File: src/adnd_pkg.sv
// Shared widths, constants, tables and types of the ADPCM nibble decoder.
package adnd_pkg;

   localparam int DataW   = 8;
   localparam int CodeW   = 4;
   localparam int PredW   = 12;
   localparam int IndexW  = 6;
   localparam int StepW   = 11;
   localparam int SampleW = 16;
   localparam int VolW    = 8;
   localparam int CsrIdxW = 1;
   localparam int RspDataW = 32;

   localparam logic signed [PredW-1:0] PredMax   = 12'sd2047;
   localparam logic signed [PredW-1:0] PredMin   = -12'sd2048;
   localparam logic signed [PredW-1:0] PredReset = -12'sd2;
   localparam logic [IndexW-1:0]       IndexMax  = 6'd48;
   localparam logic [VolW-1:0]         VolumeReset = 8'd255;

   // Configuration register indexes
   localparam logic [CsrIdxW-1:0] CsrVolume = 1'b0;
   localparam logic [CsrIdxW-1:0] CsrNarrow = 1'b1;

   typedef struct packed {
      logic signed [PredW-1:0] pred;
      logic [IndexW-1:0]       index;
   } dec_state_type;

   // Step size table: floor(16 * 1.1^i)
   function automatic logic [StepW-1:0] step_size(input logic [IndexW-1:0] idx);
      logic [StepW-1:0] s;
      unique case (idx)
         6'd0:  s = 11'd16;   6'd1:  s = 11'd17;   6'd2:  s = 11'd19;
         6'd3:  s = 11'd21;   6'd4:  s = 11'd23;   6'd5:  s = 11'd25;
         6'd6:  s = 11'd28;   6'd7:  s = 11'd31;   6'd8:  s = 11'd34;
         6'd9:  s = 11'd37;   6'd10: s = 11'd41;   6'd11: s = 11'd45;
         6'd12: s = 11'd50;   6'd13: s = 11'd55;   6'd14: s = 11'd60;
         6'd15: s = 11'd66;   6'd16: s = 11'd73;   6'd17: s = 11'd80;
         6'd18: s = 11'd88;   6'd19: s = 11'd97;   6'd20: s = 11'd107;
         6'd21: s = 11'd118;  6'd22: s = 11'd130;  6'd23: s = 11'd143;
         6'd24: s = 11'd157;  6'd25: s = 11'd173;  6'd26: s = 11'd190;
         6'd27: s = 11'd209;  6'd28: s = 11'd230;  6'd29: s = 11'd253;
         6'd30: s = 11'd279;  6'd31: s = 11'd307;  6'd32: s = 11'd337;
         6'd33: s = 11'd371;  6'd34: s = 11'd408;  6'd35: s = 11'd449;
         6'd36: s = 11'd494;  6'd37: s = 11'd544;  6'd38: s = 11'd598;
         6'd39: s = 11'd658;  6'd40: s = 11'd724;  6'd41: s = 11'd796;
         6'd42: s = 11'd876;  6'd43: s = 11'd963;  6'd44: s = 11'd1060;
         6'd45: s = 11'd1166; 6'd46: s = 11'd1282; 6'd47: s = 11'd1411;
         default: s = 11'd1552;
      endcase
      return s;
   endfunction

   // Step index movement by the low three code bits
   function automatic logic signed [4:0] index_adjust(input logic [2:0] mag);
      logic signed [4:0] a;
      unique case (mag)
         3'd4:    a = 5'sd2;
         3'd5:    a = 5'sd4;
         3'd6:    a = 5'sd6;
         3'd7:    a = 5'sd8;
         default: a = -5'sd1;
      endcase
      return a;
   endfunction

endpackage

File: src/adnd_decode.sv
// One nibble decode step: step lookup, difference, predictor and index update.
module adnd_decode (
   input  adnd_pkg::dec_state_type          cur_i,
   input  logic [adnd_pkg::CodeW-1:0]       code_i,
   output adnd_pkg::dec_state_type          next_o
);

   logic [adnd_pkg::StepW-1:0]  step_w;
   logic [11:0]                 diff_mag_w;
   logic signed [13:0]          diff_w;
   logic signed [13:0]          sum_w;
   logic signed [4:0]           adj_w;
   logic signed [6:0]           idx_sum_w;

   always_comb begin
      step_w = adnd_pkg::step_size(cur_i.index);
      diff_mag_w = 12'(step_w >> 3)
                 + (code_i[2] ? 12'(step_w)      : 12'd0)
                 + (code_i[1] ? 12'(step_w >> 1) : 12'd0)
                 + (code_i[0] ? 12'(step_w >> 2) : 12'd0);
      diff_w = code_i[3] ? -$signed({2'b00, diff_mag_w}) : $signed({2'b00, diff_mag_w});
      sum_w  = $signed({{2{cur_i.pred[adnd_pkg::PredW-1]}}, cur_i.pred}) + diff_w;

      // saturate the predictor
      if (sum_w > 14'(adnd_pkg::PredMax)) begin
         next_o.pred = adnd_pkg::PredMax;
      end else if (sum_w < 14'(adnd_pkg::PredMin)) begin
         next_o.pred = adnd_pkg::PredMin;
      end else begin
         next_o.pred = sum_w[adnd_pkg::PredW-1:0];
      end

      adj_w     = adnd_pkg::index_adjust(code_i[2:0]);
      idx_sum_w = $signed({1'b0, cur_i.index}) + $signed({{2{adj_w[4]}}, adj_w});
      if (idx_sum_w < 7'sd0) begin
         next_o.index = '0;
      end else if (idx_sum_w > $signed({1'b0, adnd_pkg::IndexMax})) begin
         next_o.index = adnd_pkg::IndexMax;
      end else begin
         next_o.index = idx_sum_w[adnd_pkg::IndexW-1:0];
      end
   end

endmodule

File: src/adnd_scale.sv
// Output gain: predictor times volume, divided by 16 or 4096 toward zero.
module adnd_scale (
   input  logic signed [adnd_pkg::PredW-1:0]   pred_i,
   input  logic [adnd_pkg::VolW-1:0]           volume_i,
   input  logic                                narrow_i,
   output logic signed [adnd_pkg::SampleW-1:0] sample_o
);

   logic signed [20:0] prod_w;
   logic signed [20:0] biased_w;
   logic signed [20:0] shifted_w;

   always_comb begin
      prod_w = 21'(pred_i) * 21'($signed({1'b0, volume_i}));
      // bias negatives so the arithmetic shift truncates toward zero
      if (prod_w[20]) begin
         biased_w = prod_w + (narrow_i ? 21'sd4095 : 21'sd15);
      end else begin
         biased_w = prod_w;
      end
      shifted_w = narrow_i ? (biased_w >>> 12) : (biased_w >>> 4);
      sample_o  = shifted_w[adnd_pkg::SampleW-1:0];
   end

endmodule

File: src/adpcm_nibble_decoder.sv
// Top level of the 4-bit ADPCM to 16-bit PCM nibble decoder.
// Each accepted byte yields two results, high nibble first (tlast low) and then the
// low nibble (tlast high). When the result side keeps up, the predictor and step
// index loop in the decode stage handles one nibble a cycle, and a new byte is
// accepted as the low nibble of the current one is decoded. The high-nibble result
// passes from the byte register through the decode stage and the scale stage into
// the output register; the low-nibble result follows it on the same path.
// The restart flag sets predictor to -2 and step index to 0 before the high nibble.
// Configuration: index 0 volume (8 bits), index 1 narrow output (bit 0); write only
// while no item is in flight.
module adpcm_nibble_decoder (
   input  logic                              clock,
   input  logic                              reset,
   // request channel
   input  logic                              req_tvalid,
   output logic                              req_tready,
   input  logic [adnd_pkg::DataW-1:0]        req_tdata,   // [7:0] data_byte
   input  logic                              req_tuser,   // [0] restart
   // result channel
   output logic                              rsp_tvalid,
   input  logic                              rsp_tready,
   output logic [adnd_pkg::RspDataW-1:0]     rsp_tdata,   // [15:0] pcm_sample,
                                                          // [27:16] raw_predictor, zero pad
   output logic                              rsp_tlast,   // last_nibble
   // configuration
   input  logic                              csr_we,
   input  logic [adnd_pkg::CsrIdxW-1:0]      csr_index,
   input  logic [adnd_pkg::VolW-1:0]         csr_wdata
);

   // configuration registers
   logic [adnd_pkg::VolW-1:0] volume_ff, volume_in;
   logic                      narrow_ff, narrow_in;

   // byte holding stage
   logic [adnd_pkg::DataW-1:0] byte_ff, byte_in;
   logic                       restart_ff, restart_in;
   logic                       busy_ff, busy_in;
   logic                       phase_ff, phase_in;   // 0: high nibble, 1: low nibble

   // decoder state
   adnd_pkg::dec_state_type state_ff, state_in;

   // decode-to-scale stage
   logic signed [adnd_pkg::PredW-1:0] mid_pred_ff, mid_pred_in;
   logic                              mid_last_ff, mid_last_in;
   logic                              mid_valid_ff, mid_valid_in;

   // output register
   logic signed [adnd_pkg::SampleW-1:0] out_sample_ff, out_sample_in;
   logic signed [adnd_pkg::PredW-1:0]   out_pred_ff, out_pred_in;
   logic                                out_last_ff, out_last_in;
   logic                                out_valid_ff, out_valid_in;

   logic                              out_ready_w;
   logic                              scale_fire_w;
   logic                              mid_ready_w;
   logic                              dec_fire_w;
   logic                              req_fire_w;
   logic [adnd_pkg::CodeW-1:0]        code_w;
   adnd_pkg::dec_state_type           dec_cur_w;
   adnd_pkg::dec_state_type           dec_next_w;
   logic signed [adnd_pkg::SampleW-1:0] sample_w;

   // handshake chain: each stage advances when the one after it has room
   assign out_ready_w  = !out_valid_ff || rsp_tready;
   assign scale_fire_w = mid_valid_ff && out_ready_w;
   assign mid_ready_w  = !mid_valid_ff || scale_fire_w;
   assign dec_fire_w   = busy_ff && mid_ready_w;
   // take the next byte as soon as the low nibble of the current one leaves
   assign req_tready   = !busy_ff || (dec_fire_w && phase_ff);
   assign req_fire_w   = req_tvalid && req_tready;

   // pick the nibble and apply restart ahead of the high nibble
   always_comb begin
      code_w = phase_ff ? byte_ff[3:0] : byte_ff[7:4];
      if (!phase_ff && restart_ff) begin
         dec_cur_w.pred  = adnd_pkg::PredReset;
         dec_cur_w.index = '0;
      end else begin
         dec_cur_w = state_ff;
      end
   end

   adnd_decode u_decode (
      .cur_i  (dec_cur_w),
      .code_i (code_w),
      .next_o (dec_next_w)
   );

   adnd_scale u_scale (
      .pred_i   (mid_pred_ff),
      .volume_i (volume_ff),
      .narrow_i (narrow_ff),
      .sample_o (sample_w)
   );

   always_comb begin
      volume_in = volume_ff;
      narrow_in = narrow_ff;
      if (csr_we) begin
         unique case (csr_index)
            adnd_pkg::CsrVolume: volume_in = csr_wdata;
            adnd_pkg::CsrNarrow: narrow_in = csr_wdata[0];
            default: ;
         endcase
      end

      // byte stage: load on accept, otherwise step through the two nibbles
      byte_in    = byte_ff;
      restart_in = restart_ff;
      busy_in    = busy_ff;
      phase_in   = phase_ff;
      if (req_fire_w) begin
         byte_in    = req_tdata;
         restart_in = req_tuser;
         busy_in    = 1'b1;
         phase_in   = 1'b0;
      end else if (dec_fire_w) begin
         if (phase_ff) begin
            busy_in = 1'b0;
         end else begin
            phase_in = 1'b1;
         end
      end

      // advance the decoder state once per nibble
      state_in     = dec_fire_w ? dec_next_w : state_ff;
      mid_pred_in  = dec_fire_w ? dec_next_w.pred : mid_pred_ff;
      mid_last_in  = dec_fire_w ? phase_ff : mid_last_ff;
      mid_valid_in = dec_fire_w ? 1'b1 : (scale_fire_w ? 1'b0 : mid_valid_ff);

      // output register: hold while stalled
      out_sample_in = scale_fire_w ? sample_w : out_sample_ff;
      out_pred_in   = scale_fire_w ? mid_pred_ff : out_pred_ff;
      out_last_in   = scale_fire_w ? mid_last_ff : out_last_ff;
      out_valid_in  = scale_fire_w ? 1'b1 : (rsp_tready ? 1'b0 : out_valid_ff);
   end

   always_ff @(posedge clock) begin
      if (reset) begin
         volume_ff       <= adnd_pkg::VolumeReset;
         narrow_ff       <= 1'b0;
         busy_ff         <= 1'b0;
         phase_ff        <= 1'b0;
         state_ff.pred   <= adnd_pkg::PredReset;
         state_ff.index  <= '0;
         mid_valid_ff    <= 1'b0;
         out_valid_ff    <= 1'b0;
      end else begin
         volume_ff    <= volume_in;
         narrow_ff    <= narrow_in;
         busy_ff      <= busy_in;
         phase_ff     <= phase_in;
         state_ff     <= state_in;
         mid_valid_ff <= mid_valid_in;
         out_valid_ff <= out_valid_in;
      end
   end

   // payload registers
   always_ff @(posedge clock) begin
      byte_ff       <= byte_in;
      restart_ff    <= restart_in;
      mid_pred_ff   <= mid_pred_in;
      mid_last_ff   <= mid_last_in;
      out_sample_ff <= out_sample_in;
      out_pred_ff   <= out_pred_in;
      out_last_ff   <= out_last_in;
   end

   assign rsp_tvalid = out_valid_ff;
   assign rsp_tdata  = {4'b0000, out_pred_ff, out_sample_ff};
   assign rsp_tlast  = out_last_ff;

endmodule

File: config.mk
export PLATFORM = sky130hd
export DESIGN_NAME = adpcm_nibble_decoder
export DESIGN_NICKNAME = d
export VERILOG_FILES = /design/src/adnd_pkg.sv /design/src/adnd_decode.sv /design/src/adnd_scale.sv /design/src/adpcm_nibble_decoder.sv
export SDC_FILE = /design/constraint.sdc
export NUM_CORES = 1
export LEC_CHECK = 0
export ABC_AREA = 1
export ABC_CLOCK_PERIOD_IN_PS = 10700
export BUFFER_PORTS_ARGS = -buffer_cell sky130_fd_sc_hd__buf_4
export CAP_MARGIN = 20
export CORE_MARGIN = 2
export CORE_UTILIZATION = 45
export CTS_CLUSTER_DIAMETER = 80
export DETAILED_ROUTE_END_ITERATION = 6
export HOLD_SLACK_MARGIN = 0.1
export PLACE_DENSITY_LB_ADDON = 0.25
export REMOVE_ABC_BUFFERS = 1
export SLEW_MARGIN = 5
export SYNTH_ARGS = -nofsm -noshare
export SYNTH_HDL_FRONTEND = slang
export SYNTH_SLANG_ARGS = --single-unit
File: constraint.sdc
create_clock -name clock -period 10.7 [get_ports clock]
set_clock_uncertainty 0.2 [all_clocks]
set_input_delay 1.605 -clock clock [delete_from_list [all_inputs] [get_ports clock]]
set_output_delay 1.605 -clock clock [all_outputs]
set_load 0.03 [all_outputs]
After elaboration in Yosys (flattened, before gate mapping):

Memory sizes are Yosys's and may differ from the RTL's.
Cells that the tools add are included.

* input bits: 23
* memories: 1
* memory bits (read-only): 704
* register bits after elaboration: 82

Memories
* (no name shown): depth 64, width 11, rd ports 1, clocked after memory_dff 0, write ports 0, RTL line adnd_pkg.sv:32 `unique case (idx)`

* $mul: 1
* reduce and logical (&&, ||, !) cells: 20
* bitwise gates (word level): 1
* $add $sub $neg: 7
* $lt $le $gt $ge: 4
* mux-type cells: 21
* eq/ne operators: 4

Operator list (number)
* 2-to-1 mux 12 bit: 3
* adder 12 bit: 2
* adder 21 bit: 1
* multiplier 12 x 9 -> 21 bit: 1
* 2-to-1 mux 21 bit: 1
* one-hot mux 5 bit (4 select lines): 1
* 2-to-1 mux 18 bit: 1
* 2-to-1 mux 16 bit: 1
* adder 12 x 14 -> 14 bit: 1
* > comparator 14 x 12 -> 1 bit (second input constant): 1
* < comparator 14 x 12 -> 1 bit (second input constant): 1
* 2-to-1 mux 14 bit: 1
* negation 12 -> 14 bit: 1
* adder 8 x 12 -> 12 bit: 1
* equality test 3 bit (second input constant): 4
* 2-to-1 mux 6 bit: 2
* 2-to-1 mux 11 bit: 1
* 2-to-1 mux 10 bit: 1
* 2-to-1 mux 9 bit: 1
* nonzero test 2 bit: 4
* adder 7 x 5 -> 7 bit: 1
* > comparator 7 bit (second input constant): 1
* < comparator 7 x 1 -> 1 bit (second input constant): 1
* 2-to-1 mux 1 bit: 7
* 7 further kinds: 18

Longest topological paths before layout:

Gate-level depths: netlist of the first run.
An unclocked memory read counts as a cell.

* word-level depth: 14
* depth in mapped cells: 47

Modules after synthesis:

A second synthesis of the first run with hierarchy kept.

* cells, all modules: 1541
* area total of the unflattened synthesis: 11045.6 um^2

Modules (own cells, without submodules)
* adnd_scale: instances 1, area an instance 4964.8 um^2, cells each 770, seq. area each 0.0 um^2
* adnd_decode: instances 1, area an instance 3224.3 um^2, cells each 535, seq. area each 0.0 um^2
* adpcm_nibble_decoder: instances 1, area an instance 2856.5 um^2, cells each 236, seq. area each 2152.1 um^2

Worst setup path after synthesis of the first run:

Ideal clock, no wire load.

* path kind: register to register
* start point: register phase_ff
* end point: register mid_pred_ff[9] (netlist bit), data pin
* path buffers: 1
* arrival: 6.411 ns
* clock period less this slack: 6.866 ns
* stages on the path, launching flop included: 41
* data required time: 10.245 ns
* slack: 3.834 ns
* path through: dfxtp_1 inv_2 nand2_1 inv_2 nor2_1 inv_1 ha_1 nor2_1 a21oi_1 nand2_1 nand3_1 o21ai_0 nand2_1 o21a_1 inv_1 nor2_1 fa_1 fa_1 (+5 left out) nand4_1 o21ai_0 o21ai_0 xor2_1 ha_1 inv_1 o21bai_1 nor2_1 nand3_1 a21oi_1 nor2_1 nor2_1 inv_1 nand3_1 nand3_2 buf_6 nand2_1 nand2_2

RTL lines
* start, declared: RTL line adpcm_nibble_decoder.sv:39 `logic phase_ff, phase_in;`
* start signal, assigned: RTL line adpcm_nibble_decoder.sv:154 `phase_ff <= phase_in;`
* end signal, assigned: RTL line adpcm_nibble_decoder.sv:165 `mid_pred_ff <= mid_pred_in;`
* end, declared: RTL line adpcm_nibble_decoder.sv:45 `logic signed [adnd_pkg::PredW-1:0] mid_pred_ff, mid_pred_in;`

==> flow_metrics.env, run 1 <==
export IMPL_via_per_inst=4.889
export IMPL_ys_ff_latch=82
export IMPL_grt_pass1_wl_mm=40.76
export IMPL_whs_path_depth=0
export IMPL_synth_most_common_cell="nand2_1"
export IMPL_antenna_found_initial=0
export IMPL_worstHoldEndpoint="rsp_tlast"
export IMPL_period_share=0.7477
export IMPL_core_area_sq_um=23260
export IMPL_hp_class="flip-flop to flip-flop"
export IMPL_syn_area_per_cell_sq_um=7.260
export IMPL_wl_per_cell_microns=13.23
export IMPL_first_global_vias=8883
export IMPL_netlist_area_sq_um=10560
export IMPL_holdBufCountCts=0
export IMPL_grt_max_degree=30
export IMPL_htree_levels=3
export IMPL_fin_crit_ns=8.000
export IMPL_die_h_microns=157.2
export IMPL_tritoncts="built"
export IMPL_ys_warn_count=0
export IMPL_overflow=0
export IMPL_track_usage=0.2034
export IMPL_ys_types=49
export IMPL_syn_instance_count=1455
export IMPL_initial_core_util=0.4541
export IMPL_boundaryPins=58
export IMPL_synth_area_top_cells="fa_1 (18%), edfxtp_1 (14%), nand2_1 (13%)"
export IMPL_finalHoldViolCount=0
export IMPL_cts_setup_buffers=0
export IMPL_reg2reg_from="phase_ff"
export IMPL_slowest_stage="nor2_1"
export IMPL_worstReg2RegEnd="state_ff[10]"
export IMPL_routed_wl_met2_mm=12.28
export IMPL_die_w_microns=157.2
export IMPL_fin_nets=1692
export IMPL_synth_common_cells="nand2_1 (371), inv_1 (306), nor2_1 (107), fa_1 (97), ha_1 (93)"
export IMPL_path_max_fanout=17
export IMPL_async_flop_share=0
export IMPL_drt_pass1_iterations=5
export IMPL_cpMostUsedCell="nor2_1"
export IMPL_hold_start="mid_last_ff"
export IMPL_num_rows=56
export IMPL_max_clock_path_buffers=2
export IMPL_setup_tns_ns=0
export IMPL_wl_met3_microns=665
export IMPL_top_layer_used="met4"
export IMPL_synth_top_cell_area_share=0.1838
export IMPL_rsz0062_at_grt="no"
export IMPL_slew_violations=0
export IMPL_critPathRequiredTime_ns=10.80
export IMPL_n_antenna_cell=0
export IMPL_fmax_mhz=125.0
export IMPL_cts_root_buf="clkbuf_16"
export IMPL_fill_cells=2329
export IMPL_yosysTopAreaCell="fa_1"
export IMPL_ys_dominant_reg_cell="edfxtp_1"
export IMPL_path_clk_slew_ns=0.07
export IMPL_cts_resized=0
export IMPL_port_buffers=53
export IMPL_run_status="complete, no violations"
export IMPL_route_detailed_drc=0
export IMPL_wirelength_mm=23.86
export IMPL_crit_path_end_kind="flip-flop"
export IMPL_slew_headroom=0.3110
export IMPL_drt_initial_drc_count=508
export IMPL_worstSkewPairLatency_ns=0.36
export IMPL_cts_sinks=82
export IMPL_drt_met1_wl_mm=10.51
export IMPL_tightestPinTransition_ns=1.031
export IMPL_cp_start_kind="flip-flop"
export IMPL_path_class="flip-flop to flip-flop"
export IMPL_cp_slowest_stage_delay_ns=0.56
export IMPL_cp_arrival_ns=8.10
export IMPL_setup_violations=0
export IMPL_areaGrowthSynthToFinish_pct=8.551
export IMPL_hpwl_mm=19.55
export IMPL_gp_congestion=0.9162
export IMPL_synth_edff_count=51
export IMPL_ff2ff_path_depth=40
export IMPL_drive_above_1_share=0.07615
export IMPL_synth_seq_area_share=0.2037
export IMPL_cts_buffers=9
export IMPL_design_die_area_sq_um=24720
export IMPL_rrSetupSlack_ns=2.70
export IMPL_max_cap_viol_count=0
export IMPL_vias=8814
export IMPL_ant_nets=0
-- worst max-delay path, delay by kind of cell (launching register included) --
family / cells / cell delay (ns)
simple gates: 20 / 3.02
fa+ha+maj: 6 / 2.44
compound gates: 7 / 0.89
buf+inv: 6 / 0.74
flops: 1 / 0.46
xor+xnor: 1 / 0.16
-- metal layers --
| layer | up-vias | GRT usage |
|---|---|---|
| met1 | 4123 | 0.2420 |
| met4 | 0 | 0.05758 |
| li1 | 4524 | - |
| met3 | 26 | 0.02506 |
| met5 | - | 0 |
| met2 | 141 | 0.3826 |
-- registers in the layout, summed over array words and instances, names as in the netlist --
register / count
narrow_ff: 1
restart_ff: 1
mid_valid_ff: 1
mid_last_ff: 1
phase_ff: 1
out_pred_ff: 12
rsp_tvalid: 1
out_sample_ff: 16
rsp_tlast: 1
mid_pred_ff: 12
volume_ff: 8
busy_ff: 1
state_ff: 18
byte_ff: 8
-- metrics by stage --
step | instance area [sq um] | utilization | hold WS (ns) | std cells | setup slack, ns
after floorplan | 10340 | - | 0.2003 | 1413 | 3.782
after global placement | 11160 | 0.4798 | 0.2333 | 1787 | 3.091
after detailed placement | 11160 | 0.4798 | 0.2404 | 1787 | 2.791
after CTS | 11470 | 0.4930 | 0.2628 | 1803 | 2.740
after global routing | 11470 | 0.4930 | 0.2839 | 1803 | 1.774
final | 11470 | 0.4930 | 0.2575 | 1803 | 2.700
-- worst max-delay path by stage --
stage,from,to,cells past startpoint
6_report,phase_ff,state_ff[10],40
3_3_place_gp,phase_ff,state_ff[6],41
5_1_grt,phase_ff,state_ff[11],40
2_1_floorplan,phase_ff,mid_pred_ff[7],39
3_5_place_dp,phase_ff,state_ff[16],39
4_1_cts,phase_ff,state_ff[10],39
-- final cells by class --
type | count | area, sq um | area share
Multi-Input combinational cell | 1019 | 7020 | 0.6122
Clock buffer | 9 | 225.2 | 0.01964
Tap cell | 319 | 399.1 | 0.03481
Inverter | 312 | 1176 | 0.1026
Clock inverter | 7 | 81.33 | 0.007092
Sequential cell | 82 | 2152 | 0.1877
Timing Repair Buffer | 55 | 412.9 | 0.03601
-- cells by family after synthesis --
logic type,after synthesis,synth area share
AOI/OAI and AO/OA,163,0.08540
xor gates and xnor gates,48,0.04051
adders and majority gates,190,0.2940
buffers and inverters,357,0.1338
DFF,82,0.2037
other,1,0.0003550
and+or+nand+nor,614,0.2422
-- layout by cell type (no fill, tap or decap), drive strengths merged, types with 16 or more instances in the layout --
cell and count:
dfxtp 31, or2 16, inv 314, xor2 29, edfxtp 51, xnor2 19, nand2 380, a21oi 72
ha 93, nand3 79, nor2 113, buf 55, fa 97, o21ai 61
Power of run 1 is left out: the tool's default activity adds up to more than one toggle a clock period on the data nets, which glitch-free logic cannot reach.
==> run 2: changes to the inputs <==
--- a/config.mk
+++ b/config.mk
@@ -6,7 +6,7 @@
 export NUM_CORES = 1
 export LEC_CHECK = 0
 export ABC_AREA = 1
-export ABC_CLOCK_PERIOD_IN_PS = 10700
+export ABC_CLOCK_PERIOD_IN_PS = 8400
 export BUFFER_PORTS_ARGS = -buffer_cell sky130_fd_sc_hd__buf_4
 export CAP_MARGIN = 20
 export CORE_MARGIN = 2
==> constraint.sdc (replaced) <==
create_clock -name clock -period 8.4 [get_ports clock]
set_clock_uncertainty 0.2 [all_clocks]
set_input_delay 1.26 -clock clock [delete_from_list [all_inputs] [get_ports clock]]
set_output_delay 1.26 -clock clock [all_outputs]
set_load 0.03 [all_outputs]
==> flow_metrics.env, run 2 (synthesis results as in run 1) <==
export IMPL_path_clk_slew_ns=0.07
export IMPL_rrSetupSlack_ns=0.95
export IMPL_cts_buffers=9
export IMPL_worstHoldEndpoint="state_ff[8]"
export IMPL_gp_congestion=0.9458
export IMPL_slew_headroom=0.3083
export IMPL_path_class="flip-flop to flip-flop"
export IMPL_wirelength_mm=23.97
export IMPL_antenna_found_initial=0
export IMPL_max_cap_viol_count=0
export IMPL_core_area_sq_um=23260
export IMPL_design_die_area_sq_um=24720
export IMPL_cts_root_buf="clkbuf_16"
export IMPL_fin_crit_ns=7.452
export IMPL_ant_nets=0
export IMPL_cts_resized=0
export IMPL_holdBufCountCts=0
export IMPL_slowest_stage="dfxtp_1"
export IMPL_overflow=0
export IMPL_path_max_fanout=17
export IMPL_port_buffers=53
export IMPL_final_common_cell="nand2_1"
export IMPL_htree_levels=3
export IMPL_cp_slowest_stage_delay_ns=0.47
export IMPL_final_cell_mix="nand2_1 (371), inv_1 (306), nor2_1 (105), fa_1 (97), ha_1 (93)"
export IMPL_ff2ff_path_depth=37
export IMPL_n_antenna_cell=0
export IMPL_drt_initial_drc_count=504
export IMPL_cpMostUsedCell="nor2_1"
export IMPL_drive_above_1_share=0.07941
export IMPL_grt_pass1_wl_mm=41.08
export IMPL_run_status="complete, no violations"
export IMPL_num_rows=56
export IMPL_reg2reg_from="phase_ff"
export IMPL_setup_tns_ns=0
export IMPL_cts_sinks=82
export IMPL_largest_register_ffs=18
export IMPL_crit_path_end_kind="flip-flop"
export IMPL_areaGrowthSynthToFinish_pct=9.322
export IMPL_die_h_microns=157.2
export IMPL_hold_start="state_ff[8]"
export IMPL_hpwl_mm=19.46
export IMPL_period_share=0.8871
export IMPL_vias=8857
export IMPL_critPathRequiredTime_ns=8.29
export IMPL_die_w_microns=157.2
export IMPL_tightestPinTransition_ns=1.035
export IMPL_grt_max_degree=30
export IMPL_fin_nets=1694
export IMPL_slew_violations=0
export IMPL_setup_violations=0
export IMPL_hp_class="flip-flop to flip-flop"
export IMPL_track_usage=0.2046
export IMPL_via_per_inst=4.907
export IMPL_max_clock_path_buffers=2
export IMPL_finalHoldViolCount=0
export IMPL_worstReg2RegEnd="mid_pred_ff[3]"
export IMPL_reg_top3="state_ff: 18 flops, out_sample_ff: 16 flops"
export IMPL_route_detailed_drc=0
export IMPL_rsz0062_at_grt="no"
export IMPL_worstSkewPairLatency_ns=0.35
export IMPL_whs_path_depth=2
export IMPL_drt_pass1_iterations=5
export IMPL_wl_per_cell_microns=13.28
export IMPL_cp_start_kind="flip-flop"
export IMPL_cp_arrival_ns=7.34
export IMPL_boundaryPins=58
export IMPL_initial_core_util=0.4541
export IMPL_cts_setup_buffers=0
export IMPL_fmax_mhz=134.2
export IMPL_top_register="state_ff"
export IMPL_first_global_vias=8938
export IMPL_tritoncts="built"
run 2: layout make-up:
type / instances / area, sq um
Inverter: 312 / 1176
Fill cell: 2373 / 11710
Clock buffer: 9 / 225.2
Tap cell: 319 / 399.1
Clock inverter: 7 / 127.6
Multi-Input combinational cell: 1019 / 7041
Sequential cell: 82 / 2152
Timing Repair Buffer: 57 / 427.9
run 2: through the flow:
step / util / area (sq um) / instances / hold WS, ns / setup slack [ns]
2_1_floorplan: - / 10340 / 1413 / 0.2003 / 1.482
3_3_place_gp: 0.4804 / 11180 / 1789 / 0.2318 / 0.7758
3_5_place_dp: 0.4804 / 11180 / 1789 / 0.2480 / 0.5133
4_1_cts: 0.4956 / 11530 / 1805 / 0.2656 / 0.4590
5_1_grt: 0.4965 / 11550 / 1805 / 0.2745 / 0.02904
6_report: 0.4965 / 11550 / 1805 / 0.2743 / 0.9481
run 2: critical path, delay by kind of cell, from the launching register on:
family | cells | cell delay [ns]
flip-flops | 1 | 0.47
buffers and inverters | 7 | 0.84
XOR/XNOR | 1 | 0.16
AND/OR/NAND/NOR | 17 | 2.51
adder cells (fa/ha/maj) | 5 | 2.01
AO/OA/AOI/OAI | 7 | 1.00
run 2: worst max-delay path by stage:
stage,to,start,depth (start not counted),slack (ns)
finish,mid_pred_ff[3],phase_ff,37,0.95
global route,state_ff[12],phase_ff,40,0.03
CTS,mid_pred_ff[8],phase_ff,39,0.46
detailed placement,mid_pred_ff[3],phase_ff,39,0.51
global placement,state_ff[6],phase_ff,41,0.78
floorplan,mid_pred_ff[7],phase_ff,39,1.48
run 2: per-layer routing:
layer	share of wire	wire, microns	GRT usage
met4	0.032	773	0.08355
met5	0	0	0
met1	0.44	10580	0.2460
met3	0.027	656	0.02120
met2	0.50	11960	0.3726
Power of run 2 is left out for the same reason.
==> run 3: changes to the inputs <==
--- a/config.mk
+++ b/config.mk
@@ -9,8 +9,10 @@
 export ABC_CLOCK_PERIOD_IN_PS = 8400
 export BUFFER_PORTS_ARGS = -buffer_cell sky130_fd_sc_hd__buf_4
 export CAP_MARGIN = 20
+export CELL_PAD_IN_SITES_DETAIL_PLACEMENT = 1
+export CELL_PAD_IN_SITES_GLOBAL_PLACEMENT = 2
 export CORE_MARGIN = 2
-export CORE_UTILIZATION = 45
+export CORE_UTILIZATION = 37
 export CTS_CLUSTER_DIAMETER = 80
 export DETAILED_ROUTE_END_ITERATION = 6
 export HOLD_SLACK_MARGIN = 0.1
==> flow_metrics.env, run 3 (synthesis results as in run 1) <==
export IMPL_cts_sinks=82
export IMPL_postLayoutCellArea_sq_um=11590
export IMPL_track_usage=0.1971
export IMPL_crit_path_end_kind="flip-flop"
export IMPL_htree_levels=3
export IMPL_die_w_microns=173.0
export IMPL_boundaryPins=58
export IMPL_drt_pass1_iterations=4
export IMPL_max_cap_viol_count=0
export IMPL_final_common_cell="nand2_1"
export IMPL_register_area_sq_um=2153
export IMPL_cts_buffers=9
export IMPL_fill_cells=3570
export IMPL_worstSkewPairLatency_ns=0.35
export IMPL_die_h_microns=173.0
export IMPL_cp_slowest_stage_delay_ns=0.53
export IMPL_grt_max_degree=30
export IMPL_antenna_found_initial=0
export IMPL_drive_above_1_share=0.08182
export IMPL_cpMostUsedCell="nand2_1"
export IMPL_path_class="flip-flop to flip-flop"
export IMPL_tightestPinTransition_ns=0.9599
export IMPL_cts_resized=0
export IMPL_cts_setup_buffers=0
export IMPL_reg2reg_from="phase_ff"
export IMPL_period_share=0.8829
export IMPL_n_antenna_cell=0
export IMPL_hpwl_mm=23.54
export IMPL_fin_nets=1699
export IMPL_design_die_area_sq_um=29920
export IMPL_top_register="state_ff"
export IMPL_endpoint="mid_pred_ff[6]"
export IMPL_fin_crit_ns=7.416
export IMPL_cp_arrival_ns=7.30
export IMPL_tritoncts="built"
export IMPL_cts_root_buf="clkbuf_16"
export IMPL_finalHoldViolCount=0
export IMPL_ff2ff_path_depth=42
export IMPL_via_per_inst=4.845
export IMPL_final_setup_worst_slack_ns=0.9838
export IMPL_critPathLaunch="phase_ff"
export IMPL_route_detailed_drc=0
export IMPL_vias=9056
export IMPL_slowest_stage="fa_1"
export IMPL_setup_violations=0
export IMPL_ant_nets=0
export IMPL_num_rows=61
export IMPL_max_clock_path_buffers=2
export IMPL_core_area_sq_um=27930
export IMPL_drt_initial_drc_count=444
export IMPL_rrSetupSlack_ns=0.98
export IMPL_initial_core_util=0.3782
export IMPL_overflow=0
export IMPL_gp_congestion=0.9097
export IMPL_fmax_mhz=134.8
export IMPL_placedInstanceArea_sq_um=11280
export IMPL_port_buffers=53
export IMPL_multiInputGateArea_sq_um=7028
export IMPL_run_status="complete, no violations"
export IMPL_worstReg2RegEnd="mid_pred_ff[6]"
export IMPL_first_global_vias=9814
export IMPL_largest_register_ffs=18
export IMPL_wirelength_mm=28.07
export IMPL_wl_per_cell_microns=15.02
export IMPL_rsz0062_at_grt="no"
export IMPL_hp_class="flip-flop to flip-flop"
export IMPL_final_cell_mix="nand2_1 (371), inv_1 (306), nor2_1 (106), fa_1 (97), ha_1 (93)"
export IMPL_holdBufCountCts=0
export IMPL_slew_headroom=0.3593
export IMPL_place_ws_ns=0.6493
export IMPL_cp_start_kind="flip-flop"
export IMPL_areaGrowthSynthToFinish_pct=9.748
export IMPL_final_core_util=0.4150
export IMPL_grt_pass1_wl_mm=48.67
export IMPL_reg_top3="state_ff: 18 flops, out_sample_ff: 16 flops"
export IMPL_setup_tns_ns=0
export IMPL_path_max_fanout=17
export IMPL_critPathRequiredTime_ns=8.29
export IMPL_path_clk_slew_ns=0.07
export IMPL_slew_violations=0
-- run 3: changes by cell type in the layout (fill, tap and decap cells not counted), moves of 2 or more --
cell,before,now
buf_4,57,61
bufinv_16,3,0
clkinvlp_4,0,3
nor2_4,2,0
-- run 3: worst min-delay path by stage --
stage | startpoint | endpoint | slack (ns) | cells after the start
2_1_floorplan | mid_last_ff | rsp_tlast | 0.20 | 0
3_5_place_dp | mid_last_ff | rsp_tlast | 0.21 | 0
4_1_cts | mid_last_ff | rsp_tlast | 0.22 | 0
3_3_place_gp | mid_last_ff | rsp_tlast | 0.20 | 0
5_1_grt | mid_last_ff | rsp_tlast | 0.23 | 0
6_report | mid_last_ff | rsp_tlast | 0.22 | 0
-- run 3: stage by stage --
stage                     hold WS (ns)  std cells
after global placement          0.2015       1852
after floorplan                 0.2003       1413
after detailed placement        0.2066       1852
final                           0.2203       1869
after global routing            0.2272       1869
after CTS                       0.2227       1868
-- run 3: critical path: cells and delay by family, from the launching register on --
| family | cells | cell delay, ns |
|---|---|---|
| compound gates | 7 | 0.87 |
| xor+xnor | 1 | 0.16 |
| fa+ha+maj | 6 | 2.36 |
| buf+inv | 7 | 0.96 |
| flops | 1 | 0.36 |
| simple gates | 21 | 2.22 |
-- run 3: layer usage --
| metal | wire [microns] | track usage | part of all wire |
|---|---|---|---|
| met1 | 12420 | 0.2401 | 0.44 |
| met2 | 14790 | 0.3707 | 0.53 |
| met3 | 428 | 0.01847 | 0.015 |
| met4 | 434 | 0.04979 | 0.015 |
| met5 | 0 | 0 | 0 |
-- run 3: layout make-up --
| cell class | count | area share |
|---|---|---|
| flip-flops and latches | 82 | 0.1857 |
| multi-input cells | 1019 | 0.6062 |
| well taps | 378 | 0.04079 |
| repair buffers | 62 | 0.04187 |
| clock buffers | 10 | 0.01975 |
| inverters | 312 | 0.1014 |
| clock inverters | 6 | 0.004209 |
Power of run 3 is left out for the same reason.
